**src/hdl/gsp_pkg.sv**
```systemverilog
// ----------------------------------------------------------------------------
// gsp_pkg
// shared types, codes and constants of the gauss-seidel poisson solver
// ----------------------------------------------------------------------------
package gsp_pkg;

   localparam int VAL_W         = 32;     // signed q16.16 value width
   localparam int SUM_W         = 52;     // stencil accumulator width
   localparam int DEF_MAX_ROWS  = 64;
   localparam int DEF_MAX_COLS  = 64;
   localparam int CSR_AW        = 5;

   // operations
   localparam logic [1:0] OP_LOAD  = 2'd0;
   localparam logic [1:0] OP_SOLVE = 2'd1;
   localparam logic [1:0] OP_READ  = 2'd2;

   // result kinds
   localparam logic KIND_SOLVE = 1'b0;
   localparam logic KIND_READ  = 1'b1;

   // register indexes
   localparam logic [2:0] REG_GRID_ROWS  = 3'd0;
   localparam logic [2:0] REG_GRID_COLS  = 3'd1;
   localparam logic [2:0] REG_WEIGHT_X   = 3'd2;
   localparam logic [2:0] REG_WEIGHT_Y   = 3'd3;
   localparam logic [2:0] REG_WEIGHT_RHO = 3'd4;
   localparam logic [2:0] REG_TOLERANCE  = 3'd5;
   localparam logic [2:0] REG_MAX_SWEEPS = 3'd6;
   localparam logic [2:0] REG_CHECK_INT  = 3'd7;

   // potential read address select
   localparam logic [2:0] RS_REQ    = 3'd0;
   localparam logic [2:0] RS_UP     = 3'd1;
   localparam logic [2:0] RS_DOWN   = 3'd2;
   localparam logic [2:0] RS_LEFT   = 3'd3;
   localparam logic [2:0] RS_RIGHT  = 3'd4;
   localparam logic [2:0] RS_CENTER = 3'd5;

   // read data capture
   localparam logic [2:0] CAP_NONE   = 3'd0;
   localparam logic [2:0] CAP_SX_LD  = 3'd1;
   localparam logic [2:0] CAP_SX_ADD = 3'd2;
   localparam logic [2:0] CAP_SY_LD  = 3'd3;
   localparam logic [2:0] CAP_SY_ADD = 3'd4;
   localparam logic [2:0] CAP_CENTER = 3'd5;

   // multiplier operand select
   localparam logic [1:0] MUL_NONE = 2'd0;
   localparam logic [1:0] MUL_RHO  = 2'd1;
   localparam logic [1:0] MUL_X    = 2'd2;
   localparam logic [1:0] MUL_Y    = 2'd3;

   // accumulator operation
   localparam logic [1:0] ACC_NONE   = 2'd0;
   localparam logic [1:0] ACC_LD_RHO = 2'd1;
   localparam logic [1:0] ACC_ADD_NB = 2'd2;

   typedef struct packed {
      logic [6:0]  grid_rows;
      logic [6:0]  grid_columns;
      logic [31:0] weight_x;
      logic [31:0] weight_y;
      logic [31:0] weight_rho;
      logic [30:0] tolerance;
      logic [15:0] max_sweeps;
      logic [15:0] check_interval;
   } cfg_type;

   typedef struct packed {
      logic        rd_en;
      logic [2:0]  rd_sel;
      logic        ch_rd_en;
      logic [2:0]  cap;
      logic [1:0]  mul_sel;
      logic [1:0]  acc_op;
      logic        load_wr;
      logic        solve_wr;
      logic        out_load;
      logic        out_kind;
      logic        out_zero;
      logic        converged;
      logic [15:0] sweeps;
   } cmd_type;

endpackage

```
**src/hdl/gsp_csr.sv**
```systemverilog
// ----------------------------------------------------------------------------
// gsp_csr
// apb register file for grid size, weights and solve limits
// ----------------------------------------------------------------------------
module gsp_csr (
   input  logic                        clock,
   input  logic                        reset,
   input  logic                        psel,
   input  logic                        penable,
   input  logic                        pwrite,
   input  logic [gsp_pkg::CSR_AW-1:0]  paddr,
   input  logic [31:0]                 pwdata,
   output logic [31:0]                 prdata,
   output logic                        pready,
   output gsp_pkg::cfg_type            cfg
);

   gsp_pkg::cfg_type cfg_ff, cfg_in;
   logic [2:0]       idx;
   logic             wr;

   assign idx    = paddr[4:2];
   assign wr     = psel && penable && pwrite;
   assign pready = 1'b1;
   assign cfg    = cfg_ff;

   always_comb begin
      cfg_in = cfg_ff;
      if (wr) begin
         unique case (idx)
            gsp_pkg::REG_GRID_ROWS:  cfg_in.grid_rows      = pwdata[6:0];
            gsp_pkg::REG_GRID_COLS:  cfg_in.grid_columns   = pwdata[6:0];
            gsp_pkg::REG_WEIGHT_X:   cfg_in.weight_x       = pwdata;
            gsp_pkg::REG_WEIGHT_Y:   cfg_in.weight_y       = pwdata;
            gsp_pkg::REG_WEIGHT_RHO: cfg_in.weight_rho     = pwdata;
            gsp_pkg::REG_TOLERANCE:  cfg_in.tolerance      = pwdata[30:0];
            gsp_pkg::REG_MAX_SWEEPS: cfg_in.max_sweeps     = pwdata[15:0];
            gsp_pkg::REG_CHECK_INT:  cfg_in.check_interval = pwdata[15:0];
            default: ;
         endcase
      end
   end

   always_comb begin
      unique case (idx)
         gsp_pkg::REG_GRID_ROWS:  prdata = {25'd0, cfg_ff.grid_rows};
         gsp_pkg::REG_GRID_COLS:  prdata = {25'd0, cfg_ff.grid_columns};
         gsp_pkg::REG_WEIGHT_X:   prdata = cfg_ff.weight_x;
         gsp_pkg::REG_WEIGHT_Y:   prdata = cfg_ff.weight_y;
         gsp_pkg::REG_WEIGHT_RHO: prdata = cfg_ff.weight_rho;
         gsp_pkg::REG_TOLERANCE:  prdata = {1'b0, cfg_ff.tolerance};
         gsp_pkg::REG_MAX_SWEEPS: prdata = {16'd0, cfg_ff.max_sweeps};
         gsp_pkg::REG_CHECK_INT:  prdata = {16'd0, cfg_ff.check_interval};
         default:                 prdata = 32'd0;
      endcase
   end

   always_ff @(posedge clock) begin
      if (reset) begin
         cfg_ff.grid_rows      <= 7'd64;
         cfg_ff.grid_columns   <= 7'd64;
         cfg_ff.weight_x       <= 32'h4000_0000;
         cfg_ff.weight_y       <= 32'h4000_0000;
         cfg_ff.weight_rho     <= 32'd0;
         cfg_ff.tolerance      <= 31'd66;
         cfg_ff.max_sweeps     <= 16'd1000;
         cfg_ff.check_interval <= 16'd10;
      end else begin
         cfg_ff <= cfg_in;
      end
   end

endmodule

```
**config.mk**
```make
export PLATFORM = sky130hd
export DESIGN_NAME = gsp_csr
export DESIGN_NICKNAME = d
export VERILOG_FILES = /design/src/hdl/gsp_pkg.sv /design/src/hdl/gsp_csr.sv
export SDC_FILE = /design/constraint.sdc
export NUM_CORES = 1
export LEC_CHECK = 0
export CAP_MARGIN = 20
export CORE_MARGIN = 1.5
export CORE_UTILIZATION = 35
export DETAILED_ROUTE_END_ITERATION = 8
export DONT_BUFFER_PORTS = 1
export HOLD_SLACK_MARGIN = 0.05
export PLACE_DENSITY_LB_ADDON = 0.12
export SETUP_SLACK_MARGIN = 0.1
export SYNTH_ARGS = -nofsm -noshare
export SYNTH_HDL_FRONTEND = slang
export SYNTH_SLANG_ARGS = --single-unit
```
**constraint.sdc**
```tcl
create_clock -name clock -period 1.2 [get_ports clock]
set_input_delay 0.12 -clock clock [delete_from_list [all_inputs] [get_ports clock]]
set_output_delay 0.12 -clock clock [all_outputs]
set_load 0.05 [all_outputs]
```
==> results.txt <==
----------------------------------------------------
[Run status]
  Result of the run ... complete, but fails checks
  Violations in the final reports ... negative hold slack, negative setup slack

[Drt]
  Detailed Routing Iterations Pass 1 ... 5
  Iter 0 DRT Violations ... approximately 320
  Met3 wirelength from detailed routing ... roughly 2100 um
  Number of vias per cell after detailed routing ... approximately 5.3
  Residual DRC ... 0
  Routed wirelength normalized by instance count ... roughly 21 um
  Final ANT Viol Nets ... 0
  Met1 wire length ... roughly 12,000 um
  Met2 layer wire length in the routed design ... between 15,000 and 20,000 um
  Via count ... 7,564
  Top sig layer ... met4
  Sum of routed wire length over all layers ... 30,600 um

[Setup path]
  Crit path DAT ... roughly 1.7 ns
  Nature of the critical path startpoint ... flip-flop
  Required @ worst endpoint ... around 1.1 ns
  Crit Path Class ... flip-flop to primary output
  Maximum fanout along the worst path ... 2
  R2r startpoint ... cfg[75]
  Critical Path Sink Type ... primary output
  Number of cells traversed by the worst register-to-register path ... 5
  Critical path origin ... cfg[7]

[Finish]
  Commonest non-fill, non-tap cells in the layout ... 127 x buf_6, 121 x mux2i_1, 118 x nand2b_1, 109 x o21ai_0, 103 x dfxtp_2
  Area growth from synthesis to layout ... 63.8%
  Layout cell share with drive strength beyond 1 ... 0.500
  Total inserted antenna cells ... 0
  Fin util ... 0.581
  Post-layout net count ... about 1,100
  Number of flip-flops in the largest register ... about 170
  Leading cell type in the layout, fill and taps excluded ... buf_6
  Final Non-Filler Cells ... about 1,400

[Clock tree]
  TritonCTS clock tree ... yes
  Clock Path Buffers ... 2
  Post-CTS clock slew at the launch and capture registers of the worst setup and hold paths ... 0.08 ns
  Clk_lat worst skew ... roughly 0.42 ns
  Clock buffers created by TritonCTS ... 17
  Level count of the clock H-tree ... 4
  Root Buffer Master ... clkbuf_16
  Total clock sinks ... ~170

[Synthesis]
  Largest family of logic cells by synthesized area ... multiplexers
  Post-Syn Area per Cell ... ~9.4 um2
  Summed instance area of the synthesized netlist ... around 8300 um2
  Adder and majority cell fraction of the synthesized area ... 0
  Number of synthesized flops with an enable pin ... 0
  Fraction of the mapped netlist area in simple logic gates ... 0.180
  Synthesis warning total ... 0
  Register bit count reported by yosys ... between 150 and 200
  Seq/Total Area, Yosys ... 0.419
  Synth Area in Compound Gates ... 0.140
  Synth async-reset ratio ... 0
  Number of distinct standard cells referenced by the synthesized netlist ... 41
  Top flip-flop cell by instance count after synthesis ... dfxtp_1
  Fraction of synthesized cell area in xor and xnor cells ... 0
  Cells after synthesis ... roughly 900
  Area share of the largest cell type after synthesis ... 0.419
  Top cells by area in the synthesized netlist ... dfxtp_1 42%, mux2i_1 18%, nand2b_1 9.1%
  Fraction of synthesized area in multiplexers ... 0.203
  Leading area contributor after synthesis ... dfxtp_1
  Net count of the mapped netlist ... 925

[Placement]
  Dpl ws ... -0.436 ns
  Half-perimeter wire length after detailed placement ... between 20,000 and 25,000 um
  Instance count after placement with tap cells included ... around 1,400
  I/O Buffers ... 0
  Final weighted congestion of routability-driven global placement ... between 0.8 and 0.9

[STA]
  Max Clock Skew ... 0 ns
  Final number of max-transition violations ... 0
  Normalized max-slew margin ... 0.298
  Final worst hold slack ... -0.225 ns
  Actual slew at the worst max-slew pin ... between 1 and 1.5 ns
  Total of endpoints with negative setup slack in the final report ... 32
  Post-layout minimum cycle time ... between 1.5 and 2 ns
  Part of the cycle the worst path needs ... 1.54
  Achievable clock frequency ... around 540 MHz
  Final count of hold timing violations ... between 70 and 80
  Setup repair after global routing missed its margin ... yes
  Minimum setup slack in the final design ... -0.644 ns

[Hold path]
  Worst min-delay path category ... input port to flip-flop
  Hold depth ... 1
  Min-Delay Startpoint ... reset

[Die]
  Die outline area ... 24,600 um2
  Standard-cell rows ... 56
  Initial cell density of the core ... 0.355
  Top-level I/O count ... between 200 and 250
  Core ar. ... between 20,000 and 25,000 um2
  Horizontal extent of the die ... around 160 um
  Height of the die ... 157 um

[Global route]
  Total congestion overflow ... 0
  First-pass GRT wire length ... 45,800 um
  GRT Resource Usage Total ... 0.245
  Number of antenna violations at the first check in global routing ... 0
  Vias in the first global route ... 7,817
  Maximum number of pins on one net before global-route repair ... between 200 and 250

[Power]
  PwrDens ... just over 900 nW/um2
  IR Drop Worst-Case VDD ... 0.790 mV
  Overall Power ... roughly 13,000 uW
  Leakage power of the design ... 0.00553 uW

[Run]
  Max capacitance violation total ... 0

----------------------------------------------------
==> final timing paths <==
| path | slack, ns | endpoint |
|---|---|---|
| max | -0.64 | prdata[7] |
| min reg2reg | 0.51 | cfg[169] |
| min | -0.22 | cfg[130] |
| max reg2reg | 0.18 | cfg[75] |
==> cells by family (layout without fill, tap and decap cells) <==
family          Yosys count  in the layout
other cells               1              1
flops                   173            173
buf+inv                  89            316
compound gates          203            203
mux                     162            162
simple gates            255            255
==> cell type report <==
type                    instances  area [um2]
well taps                     319         399
flip-flops and latches        173        3840
fillers                      1945        9780
multi-input cells             621        5080
clock inverters                14         139
repair buffers                277        3610
clock buffers                  18         450
inverters                       7        26.3
==> per-layer routing <==
metal  GRT usage  vias to the layer above
met5           0                        -
met4      0.0649                        0
met3      0.0775                       23
met2       0.433                      220
met1       0.285                     3762
li1            -                     3559
==> power by group <==
part / internal (uW) / switching (uW) / leakage (uW)
logic: 594 / 732 / 0.00374
clock network: 2910 / 2730 / 0.000294
registers: 5640 / 39.6 / 0.00149
==> worst max-delay path, cell delays in order (launching register included) <==
cell and delay (ns):
dfxtp_2 0.33, mux2_2 0.26, a22o_1 0.18, a221o_2 0.36
buf_12 0.16
==> cell usage after synthesis, types with 2 or more instances <==
master	instances
dfxtp_1	173
mux2i_1	152
nand2b_1	120
o21ai_0	115
nor2b_1	48
clkbuf_1	42
nand3_1	33
a21oi_1	32
nor2_1	28
o22ai_1	23
buf_2	17
nand2_1	12
buf_6	11
buf_4	10
a22o_1	9
inv_1	7
mux2_2	6
o21ai_1	5
a221oi_1	4
mux4_2	4
o32a_1	4
o32ai_1	4
a221o_1	3
o22a_1	3
nand2_2	2
==> timing repair <==
action,CTS,global route
hold endpoints to repair,173,173
resized for setup,189,177
setup endpoints to repair,129,148
setup buffers,6,7
hold buffers,25,5
pin swaps,19,8
==> through the flow <==
| step | setup TNS (ns) | cell area [um2] |
|---|---|---|
| global route | -11.04 | 13600 |
| finish | -9.68 | 13600 |
| CTS | -10.35 | 12800 |
| detailed placement | -2.42 | 11200 |
| floorplan | -2.85 | 9050 |
| global placement | -2.53 | 11200 |
Note: power is estimated with default switching activity, not from simulation.
