===== src/hdl/gsp_pkg.sv =====
// ----------------------------------------------------------------------------
// gsp_pkg
// shared types, codes and constants of the gauss-seidel poisson solver
// ----------------------------------------------------------------------------
package gsp_pkg;

   localparam int VAL_W         = 32;     // signed q16.16 value width
   localparam int SUM_W         = 52;     // stencil accumulator width
   localparam int DEF_MAX_ROWS  = 64;
   localparam int DEF_MAX_COLS  = 64;
   localparam int CSR_AW        = 5;

   // operations
   localparam logic [1:0] OP_LOAD  = 2'd0;
   localparam logic [1:0] OP_SOLVE = 2'd1;
   localparam logic [1:0] OP_READ  = 2'd2;

   // result kinds
   localparam logic KIND_SOLVE = 1'b0;
   localparam logic KIND_READ  = 1'b1;

   // register indexes
   localparam logic [2:0] REG_GRID_ROWS  = 3'd0;
   localparam logic [2:0] REG_GRID_COLS  = 3'd1;
   localparam logic [2:0] REG_WEIGHT_X   = 3'd2;
   localparam logic [2:0] REG_WEIGHT_Y   = 3'd3;
   localparam logic [2:0] REG_WEIGHT_RHO = 3'd4;
   localparam logic [2:0] REG_TOLERANCE  = 3'd5;
   localparam logic [2:0] REG_MAX_SWEEPS = 3'd6;
   localparam logic [2:0] REG_CHECK_INT  = 3'd7;

   // potential read address select
   localparam logic [2:0] RS_REQ    = 3'd0;
   localparam logic [2:0] RS_UP     = 3'd1;
   localparam logic [2:0] RS_DOWN   = 3'd2;
   localparam logic [2:0] RS_LEFT   = 3'd3;
   localparam logic [2:0] RS_RIGHT  = 3'd4;
   localparam logic [2:0] RS_CENTER = 3'd5;

   // read data capture
   localparam logic [2:0] CAP_NONE   = 3'd0;
   localparam logic [2:0] CAP_SX_LD  = 3'd1;
   localparam logic [2:0] CAP_SX_ADD = 3'd2;
   localparam logic [2:0] CAP_SY_LD  = 3'd3;
   localparam logic [2:0] CAP_SY_ADD = 3'd4;
   localparam logic [2:0] CAP_CENTER = 3'd5;

   // multiplier operand select
   localparam logic [1:0] MUL_NONE = 2'd0;
   localparam logic [1:0] MUL_RHO  = 2'd1;
   localparam logic [1:0] MUL_X    = 2'd2;
   localparam logic [1:0] MUL_Y    = 2'd3;

   // accumulator operation
   localparam logic [1:0] ACC_NONE   = 2'd0;
   localparam logic [1:0] ACC_LD_RHO = 2'd1;
   localparam logic [1:0] ACC_ADD_NB = 2'd2;

   typedef struct packed {
      logic [6:0]  grid_rows;
      logic [6:0]  grid_columns;
      logic [31:0] weight_x;
      logic [31:0] weight_y;
      logic [31:0] weight_rho;
      logic [30:0] tolerance;
      logic [15:0] max_sweeps;
      logic [15:0] check_interval;
   } cfg_type;

   typedef struct packed {
      logic        rd_en;
      logic [2:0]  rd_sel;
      logic        ch_rd_en;
      logic [2:0]  cap;
      logic [1:0]  mul_sel;
      logic [1:0]  acc_op;
      logic        load_wr;
      logic        solve_wr;
      logic        out_load;
      logic        out_kind;
      logic        out_zero;
      logic        converged;
      logic [15:0] sweeps;
   } cmd_type;

endpackage


===== src/hdl/gsp_ctrl.sv =====
// ----------------------------------------------------------------------------
// gsp_ctrl
// operation dispatch, sweep/check sequencing and per-cell step control
// ----------------------------------------------------------------------------
module gsp_ctrl #(
   parameter int MAX_ROWS    = gsp_pkg::DEF_MAX_ROWS,
   parameter int MAX_COLUMNS = gsp_pkg::DEF_MAX_COLS
) (
   input  logic                           clock,
   input  logic                           reset,
   input  gsp_pkg::cfg_type               cfg,
   input  logic                           req_valid,
   input  logic [1:0]                     req_operation,
   input  logic [5:0]                     req_row,
   input  logic [5:0]                     req_column,
   output logic                           req_ready,
   output logic                           rsp_valid,
   input  logic                           rsp_ready,
   input  logic                           res_fail,
   output gsp_pkg::cmd_type               cmd,
   output logic [$clog2(MAX_ROWS)-1:0]    cell_i,
   output logic [$clog2(MAX_COLUMNS)-1:0] cell_j
);

   localparam int RW  = $clog2(MAX_ROWS);
   localparam int CW  = $clog2(MAX_COLUMNS);
   localparam int GRW = ($clog2(MAX_ROWS + 1) > 7) ? $clog2(MAX_ROWS + 1) : 7;
   localparam int GCW = ($clog2(MAX_COLUMNS + 1) > 7) ? $clog2(MAX_COLUMNS + 1) : 7;

   localparam logic [2:0] ST_IDLE     = 3'd0;
   localparam logic [2:0] ST_READ     = 3'd1;
   localparam logic [2:0] ST_START    = 3'd2;
   localparam logic [2:0] ST_CELL     = 3'd3;
   localparam logic [2:0] ST_PASS_END = 3'd4;
   localparam logic [2:0] ST_NEXT     = 3'd5;
   localparam logic [2:0] ST_DONE     = 3'd6;

   localparam logic [2:0] SP_UP     = 3'd0;
   localparam logic [2:0] SP_DOWN   = 3'd1;
   localparam logic [2:0] SP_LEFT   = 3'd2;
   localparam logic [2:0] SP_RIGHT  = 3'd3;
   localparam logic [2:0] SP_CENTER = 3'd4;
   localparam logic [2:0] SP_MUL_Y  = 3'd5;
   localparam logic [2:0] SP_ADD_Y  = 3'd6;
   localparam logic [2:0] SP_WRITE  = 3'd7;

   localparam logic MODE_SWEEP = 1'b0;
   localparam logic MODE_CHECK = 1'b1;

   logic [2:0]    state_ff, state_in;
   logic [2:0]    step_ff, step_in;
   logic [RW-1:0] i_ff, i_in;
   logic [CW-1:0] j_ff, j_in;
   logic [15:0]   cnt_ff, cnt_in;
   logic [15:0]   phase_ff, phase_in;
   logic          mode_ff, mode_in;
   logic          fail_ff, fail_in;
   logic          conv_ff, conv_in;
   logic          inside_ff, inside_in;
   logic          valid_ff, valid_in;

   logic [GRW-1:0] eff_rows;
   logic [GCW-1:0] eff_cols;
   logic [RW-1:0]  last_i;
   logic [CW-1:0]  last_j;
   logic           no_interior;
   logic [15:0]    k_eff;
   logic [15:0]    phase_nx;
   logic           out_free;
   logic           req_inside;

   assign eff_rows = (GRW'(cfg.grid_rows) > GRW'(MAX_ROWS)) ? GRW'(MAX_ROWS)
                                                            : GRW'(cfg.grid_rows);
   assign eff_cols = (GCW'(cfg.grid_columns) > GCW'(MAX_COLUMNS)) ? GCW'(MAX_COLUMNS)
                                                                  : GCW'(cfg.grid_columns);
   assign no_interior = (eff_rows < GRW'(3)) || (eff_cols < GCW'(3));
   assign last_i   = RW'(eff_rows - GRW'(2));
   assign last_j   = CW'(eff_cols - GCW'(2));
   assign k_eff    = (cfg.check_interval == 16'd0) ? 16'd1 : cfg.check_interval;
   assign phase_nx = ((17'(phase_ff) + 17'd1) == 17'(k_eff)) ? 16'd0 : phase_ff + 16'd1;
   assign out_free = !valid_ff || rsp_ready;
   assign req_inside = (32'(req_row) < 32'(MAX_ROWS)) && (32'(req_column) < 32'(MAX_COLUMNS));

   assign req_ready = (state_ff == ST_IDLE);
   assign rsp_valid = valid_ff;
   assign cell_i    = i_ff;
   assign cell_j    = j_ff;

   always_comb begin
      state_in  = state_ff;
      step_in   = step_ff;
      i_in      = i_ff;
      j_in      = j_ff;
      cnt_in    = cnt_ff;
      phase_in  = phase_ff;
      mode_in   = mode_ff;
      fail_in   = fail_ff;
      conv_in   = conv_ff;
      inside_in = inside_ff;
      valid_in  = valid_ff;
      cmd       = '0;
      if (valid_ff && rsp_ready) valid_in = 1'b0;

      unique case (state_ff)
         ST_IDLE: begin
            if (req_valid) begin
               unique case (req_operation)
                  gsp_pkg::OP_LOAD: cmd.load_wr = req_inside;
                  gsp_pkg::OP_READ: begin
                     cmd.rd_en  = 1'b1;
                     cmd.rd_sel = gsp_pkg::RS_REQ;
                     inside_in  = req_inside;
                     state_in   = ST_READ;
                  end
                  gsp_pkg::OP_SOLVE: begin
                     cnt_in   = 16'd0;
                     phase_in = 16'd0;
                     conv_in  = 1'b0;
                     state_in = ST_START;
                  end
                  default: ;
               endcase
            end
         end
         ST_READ: begin
            if (out_free) begin
               cmd.out_load = 1'b1;
               cmd.out_kind = gsp_pkg::KIND_READ;
               cmd.out_zero = !inside_ff;
               valid_in     = 1'b1;
               state_in     = ST_IDLE;
            end
         end
         ST_START: begin
            if (cfg.max_sweeps == 16'd0) begin
               state_in = ST_DONE;
            end else begin
               mode_in  = MODE_SWEEP;
               i_in     = RW'(1);
               j_in     = CW'(1);
               step_in  = SP_UP;
               state_in = no_interior ? ST_PASS_END : ST_CELL;
            end
         end
         ST_CELL: begin
            step_in = step_ff + 3'd1;
            unique case (step_ff)
               SP_UP: begin
                  cmd.rd_en    = 1'b1;
                  cmd.rd_sel   = gsp_pkg::RS_UP;
                  cmd.ch_rd_en = 1'b1;
               end
               SP_DOWN: begin
                  cmd.rd_en  = 1'b1;
                  cmd.rd_sel = gsp_pkg::RS_DOWN;
                  cmd.cap    = gsp_pkg::CAP_SX_LD;
               end
               SP_LEFT: begin
                  cmd.rd_en   = 1'b1;
                  cmd.rd_sel  = gsp_pkg::RS_LEFT;
                  cmd.cap     = gsp_pkg::CAP_SX_ADD;
                  cmd.mul_sel = gsp_pkg::MUL_RHO;
               end
               SP_RIGHT: begin
                  cmd.rd_en   = 1'b1;
                  cmd.rd_sel  = gsp_pkg::RS_RIGHT;
                  cmd.cap     = gsp_pkg::CAP_SY_LD;
                  cmd.mul_sel = gsp_pkg::MUL_X;
                  cmd.acc_op  = gsp_pkg::ACC_LD_RHO;
               end
               SP_CENTER: begin
                  cmd.rd_en  = 1'b1;
                  cmd.rd_sel = gsp_pkg::RS_CENTER;
                  cmd.cap    = gsp_pkg::CAP_SY_ADD;
                  cmd.acc_op = gsp_pkg::ACC_ADD_NB;
               end
               SP_MUL_Y: begin
                  cmd.cap     = gsp_pkg::CAP_CENTER;
                  cmd.mul_sel = gsp_pkg::MUL_Y;
               end
               SP_ADD_Y: cmd.acc_op = gsp_pkg::ACC_ADD_NB;
               SP_WRITE: begin
                  if (mode_ff == MODE_SWEEP) cmd.solve_wr = 1'b1;
                  else if (res_fail) fail_in = 1'b1;
                  if (j_ff == last_j) begin
                     j_in = CW'(1);
                     if (i_ff == last_i) state_in = ST_PASS_END;
                     else i_in = i_ff + RW'(1);
                  end else begin
                     j_in = j_ff + CW'(1);
                  end
               end
               default: ;
            endcase
         end
         ST_PASS_END: begin
            if (mode_ff == MODE_SWEEP) begin
               cnt_in   = cnt_ff + 16'd1;
               phase_in = phase_nx;
               if (phase_ff == 16'd0) begin
                  mode_in  = MODE_CHECK;
                  fail_in  = 1'b0;
                  i_in     = RW'(1);
                  j_in     = CW'(1);
                  step_in  = SP_UP;
                  state_in = no_interior ? ST_PASS_END : ST_CELL;
               end else begin
                  state_in = ST_NEXT;
               end
            end else if (!fail_ff) begin
               conv_in  = 1'b1;
               state_in = ST_DONE;
            end else begin
               state_in = ST_NEXT;
            end
         end
         ST_NEXT: begin
            if (cnt_ff == cfg.max_sweeps) begin
               state_in = ST_DONE;
            end else begin
               mode_in  = MODE_SWEEP;
               i_in     = RW'(1);
               j_in     = CW'(1);
               step_in  = SP_UP;
               state_in = no_interior ? ST_PASS_END : ST_CELL;
            end
         end
         ST_DONE: begin
            if (out_free) begin
               cmd.out_load  = 1'b1;
               cmd.out_kind  = gsp_pkg::KIND_SOLVE;
               cmd.converged = conv_ff;
               cmd.sweeps    = cnt_ff;
               valid_in      = 1'b1;
               state_in      = ST_IDLE;
            end
         end
         default: state_in = ST_IDLE;
      endcase
   end

   always_ff @(posedge clock) begin
      if (reset) begin
         state_ff  <= ST_IDLE;
         step_ff   <= SP_UP;
         i_ff      <= '0;
         j_ff      <= '0;
         cnt_ff    <= 16'd0;
         phase_ff  <= 16'd0;
         mode_ff   <= MODE_SWEEP;
         fail_ff   <= 1'b0;
         conv_ff   <= 1'b0;
         inside_ff <= 1'b0;
         valid_ff  <= 1'b0;
      end else begin
         state_ff  <= state_in;
         step_ff   <= step_in;
         i_ff      <= i_in;
         j_ff      <= j_in;
         cnt_ff    <= cnt_in;
         phase_ff  <= phase_in;
         mode_ff   <= mode_in;
         fail_ff   <= fail_in;
         conv_ff   <= conv_in;
         inside_ff <= inside_in;
         valid_ff  <= valid_in;
      end
   end

endmodule


===== config.mk =====
export PLATFORM = sky130hd
export DESIGN_NAME = gsp_ctrl
export DESIGN_NICKNAME = d
export VERILOG_FILES = /design/src/hdl/gsp_pkg.sv /design/src/hdl/gsp_ctrl.sv
export SDC_FILE = /design/constraint.sdc
export NUM_CORES = 1
export LEC_CHECK = 0
export BUFFER_PORTS_ARGS = -buffer_cell sky130_fd_sc_hd__buf_2
export CAP_MARGIN = 10
export CORE_ASPECT_RATIO = 1.75
export CORE_UTILIZATION = 47
export CTS_BUF_LIST = sky130_fd_sc_hd__clkbuf_4 sky130_fd_sc_hd__clkbuf_8
export CTS_CLUSTER_SIZE = 14
export DETAILED_ROUTE_END_ITERATION = 10
export PLACE_DENSITY = 0.83
export REMOVE_ABC_BUFFERS = 1
export SYNTH_ARGS = -nofsm -noshare
export SYNTH_HDL_FRONTEND = slang
export SYNTH_SLANG_ARGS = --single-unit

===== constraint.sdc =====
create_clock -name clock -period 3.1 [get_ports clock]
set_input_delay 0.155 -clock clock [delete_from_list [all_inputs] [get_ports clock]]
set_output_delay 0.155 -clock clock [all_outputs]
set_load 0.02 [all_outputs]

==> metrics.txt <==
run status=complete, no violations; clk slew on worst S/H paths=0.10 ns; worst slew pin tran=~0.93 ns; Synth cell types=67; # DRC=0; compound-gate portion of the synthesized area=19.4%; Placed Area=5140 µm²; Syn Area/Cell=7.47 µm²; FFs w/ async S/R, synth=0%; crit start category=flip-flop; Critical Path RT=3.30 ns; first-pass GRT wire length=21600 µm; port bufs=100; Top FF cell, synth=dfxtp_1; fmax=357 MHz; initial antenna violation count=0; part of the cycle the worst path needs=between 90% and 100%; num rows=47; CTS tree=done; Int Power=1.15 mW; cts bufs inserted=5; crit-path max FO=18; total grt overflow=0; Antenna Cells=0; Hold WS=0.208 ns; final hold vios=0; cell with the most instances after synthesis=dfxtp_1; xor and xnor fraction of the mapped netlist area=13.3%; setup TNS=0 ns; Post-synth EDFFs=0; CTS sink cnt=55; CP arrival=roughly 3.0 ns; GPL Wtd Cong=0.937; Core Util, Final=55.6%; CTS Buffer Depth=2; DP Wirelength=9980 µm; Yosys top cell by area=dfxtp_1; chip height=132 µm; fin. max-slew vios=0; vias in the first global route=4721; wire per inst=about 16 µm; Psw=0.725 mW; Leakage=between 2 and 2.5 nW; Synth Register Bits=55; Starting Density=48.2%; largest net degree at the start of global routing=43; Area Overhead vs Synth=15.4%; fraction of synthesized area in multiplexers=1.13%; Period minus WS final=~2.8 ns; Tot GR Track Use=25.9%; max-cap violation count=0; # setup viols final=0; htree depth=2; unrepaired setup endpoints after global routing=no; Synth Cell Area=about 4500 µm²; Synth Area in Adders=4.69%; vias post-DR=5008; Final Power=between 1.5 and 2 mW; Post-Route WL=approximately 13000 µm; FILL cells=879; clock share of power=~22%; Die Wd=76.2 µm; DR vias/cell=6.15; post-route design area=around 5200 µm²; Synth top area share=24.3%; Pwr per Cell Area=approximately 360 nW/µm²; share of post-route cells with drive strength above 1=18.6%; switching share of power=38.7%; synth top area cells=dfxtp_1 24%, xor2_1 7.3%, xnor2_1 5.4%; simple-gate share of the synthesized area=32.3%; Commonest cells post-synth=55 x dfxtp_1, 54 x nor2_1, 46 x nand2_1, 43 x a21oi_1, 38 x xor2_1; CTS Hold Bufs=0; WS Path Type=flip-flop to flip-flop; main combinational cell family by area after synthesis=simple AND/OR/NAND/NOR gates; Slew HR=between 30% and 40%; IO Count=240; core box area=9410 µm²; antenna-violating nets left=0; min-delay worst type=primary input to flip-flop; Logic pwr share=around 35%; Reg power frac=43.1%; Setup Skew=between 0.01 and 0.015 ns; NumNets Final=900; CTS Root Cell=clkbuf_8; synth warn=0; clock latency on the worst-skew pair=0.33 ns; reg2reg setup slack=0.30 ns; Syn Inst Count=approximately 600; DRT Pass-1 Iters=6; Worst setup EP type=flip-flop; post-synthesis sequential area ratio=24.3%; Die ar.=10100 µm²; Peak VDD IR=0.349 mV; DR iter-0 viols=279
==> sequential cells by signal, indices dropped and copies added, names as in the netlist <==
name,cells
cell_i,6
cell_j,6
cnt_ff,16
conv_ff,1
fail_ff,1
inside_ff,1
mode_ff,1
phase_ff,16
rsp_valid,1
state_ff,3
step_ff,3
==> per-stage QoR <==
step,std cells,setup slack (ns)
floorplan,572,0.376
global placement,806,0.223
detailed placement,806,0.185
CTS,814,0.315
global route,814,0.0157
finish,814,0.301
==> cells by family after synthesis <==
kind of cell | count (synthesis)
AND/OR/NAND/NOR | 272
AO/OA/AOI/OAI | 135
XOR/XNOR | 67
buffers and inverters | 56
flip-flops | 55
adder cells (fa/ha/maj) | 17
multiplexers | 5
==> final timing paths <==
path / from / endpoint / depth (start not counted)
worst max-delay path: phase_ff[5] / phase_ff[10] / 8
worst min-delay path: req_valid / conv_ff / 4
worst max register to register: phase_ff[5] / phase_ff[10] / 8
worst min register to register: inside_ff / inside_ff / 2
==> repair_timing <==
item	in CTS	in global routing
resized for setup	0	1
endpoints found under the setup margin	0	2
buffers inserted	0	0
==> critical path, cell delays in order, from the launching register on <==
cell	delay, ns
dfxtp_1	0.48
nand3_1	0.47
nor4_1	0.66
o311ai_0	0.18
nor3_1	0.19
nand4_1	0.15
buf_4	0.23
o2111ai_1	0.21
a31oi_1	0.11
==> layer usage <==
| layer | GRT usage [%] | vias up | part of all wire [%] |
|---|---|---|---|
| met5 | 0 | - | 0 |
| met4 | 14.1 | 0 | 3.8 |
| met3 | 3.18 | 48 | 6.2 |
| met2 | 46.5 | 237 | 52 |
| met1 | 29.1 | 2339 | 38 |
| li1 | - | 2384 | - |
==> final cells by class <==
cell class / instances / area (µm²) / share of cell area (%)
tap: 122 / 153 / 2.92
multi-input combinational: 496 / 3220 / 61.6
clock buffer: 5 / 68.8 / 1.32
sequential: 55 / 1100 / 21.1
timing repair buffer: 112 / 591 / 11.3
inverter: 21 / 78.8 / 1.51
clock inverter: 3 / 18.8 / 0.359
==> layout by cell type (no fill, tap or decap), drive strengths merged, types with 3 or more instances in the layout <==
cell type / n
o22ai: 3
and3: 13
mux2i: 4
a21o: 3
ha: 17
nand4: 17
nor4: 25
or4: 3
xor2: 38
o31ai: 6
inv: 22
or3: 7
nor3b: 4
dfxtp: 55
nor4b: 5
o21ai: 25
nand3: 24
a211oi: 7
a31oi: 8
o221ai: 3
nor3: 22
a21oi: 43
o2111ai: 4
xnor2: 28
and2: 21
nand2b: 8
buf: 112
clkbuf: 5
nand2: 46
nor2: 54
nor2b: 10
o211ai: 4
==> power by group through the flow <==
stage               Sequential, mW  Combinational (mW)  Clock [mW]
floorplan                    0.816               0.412           0
global placement             0.819               0.621           0
detailed placement           0.823               0.638           0
CTS                          0.806               0.641       0.428
global route                 0.817               0.705       0.458
finish                       0.808               0.649       0.419
Note: power is estimated with default switching activity, not from simulation.
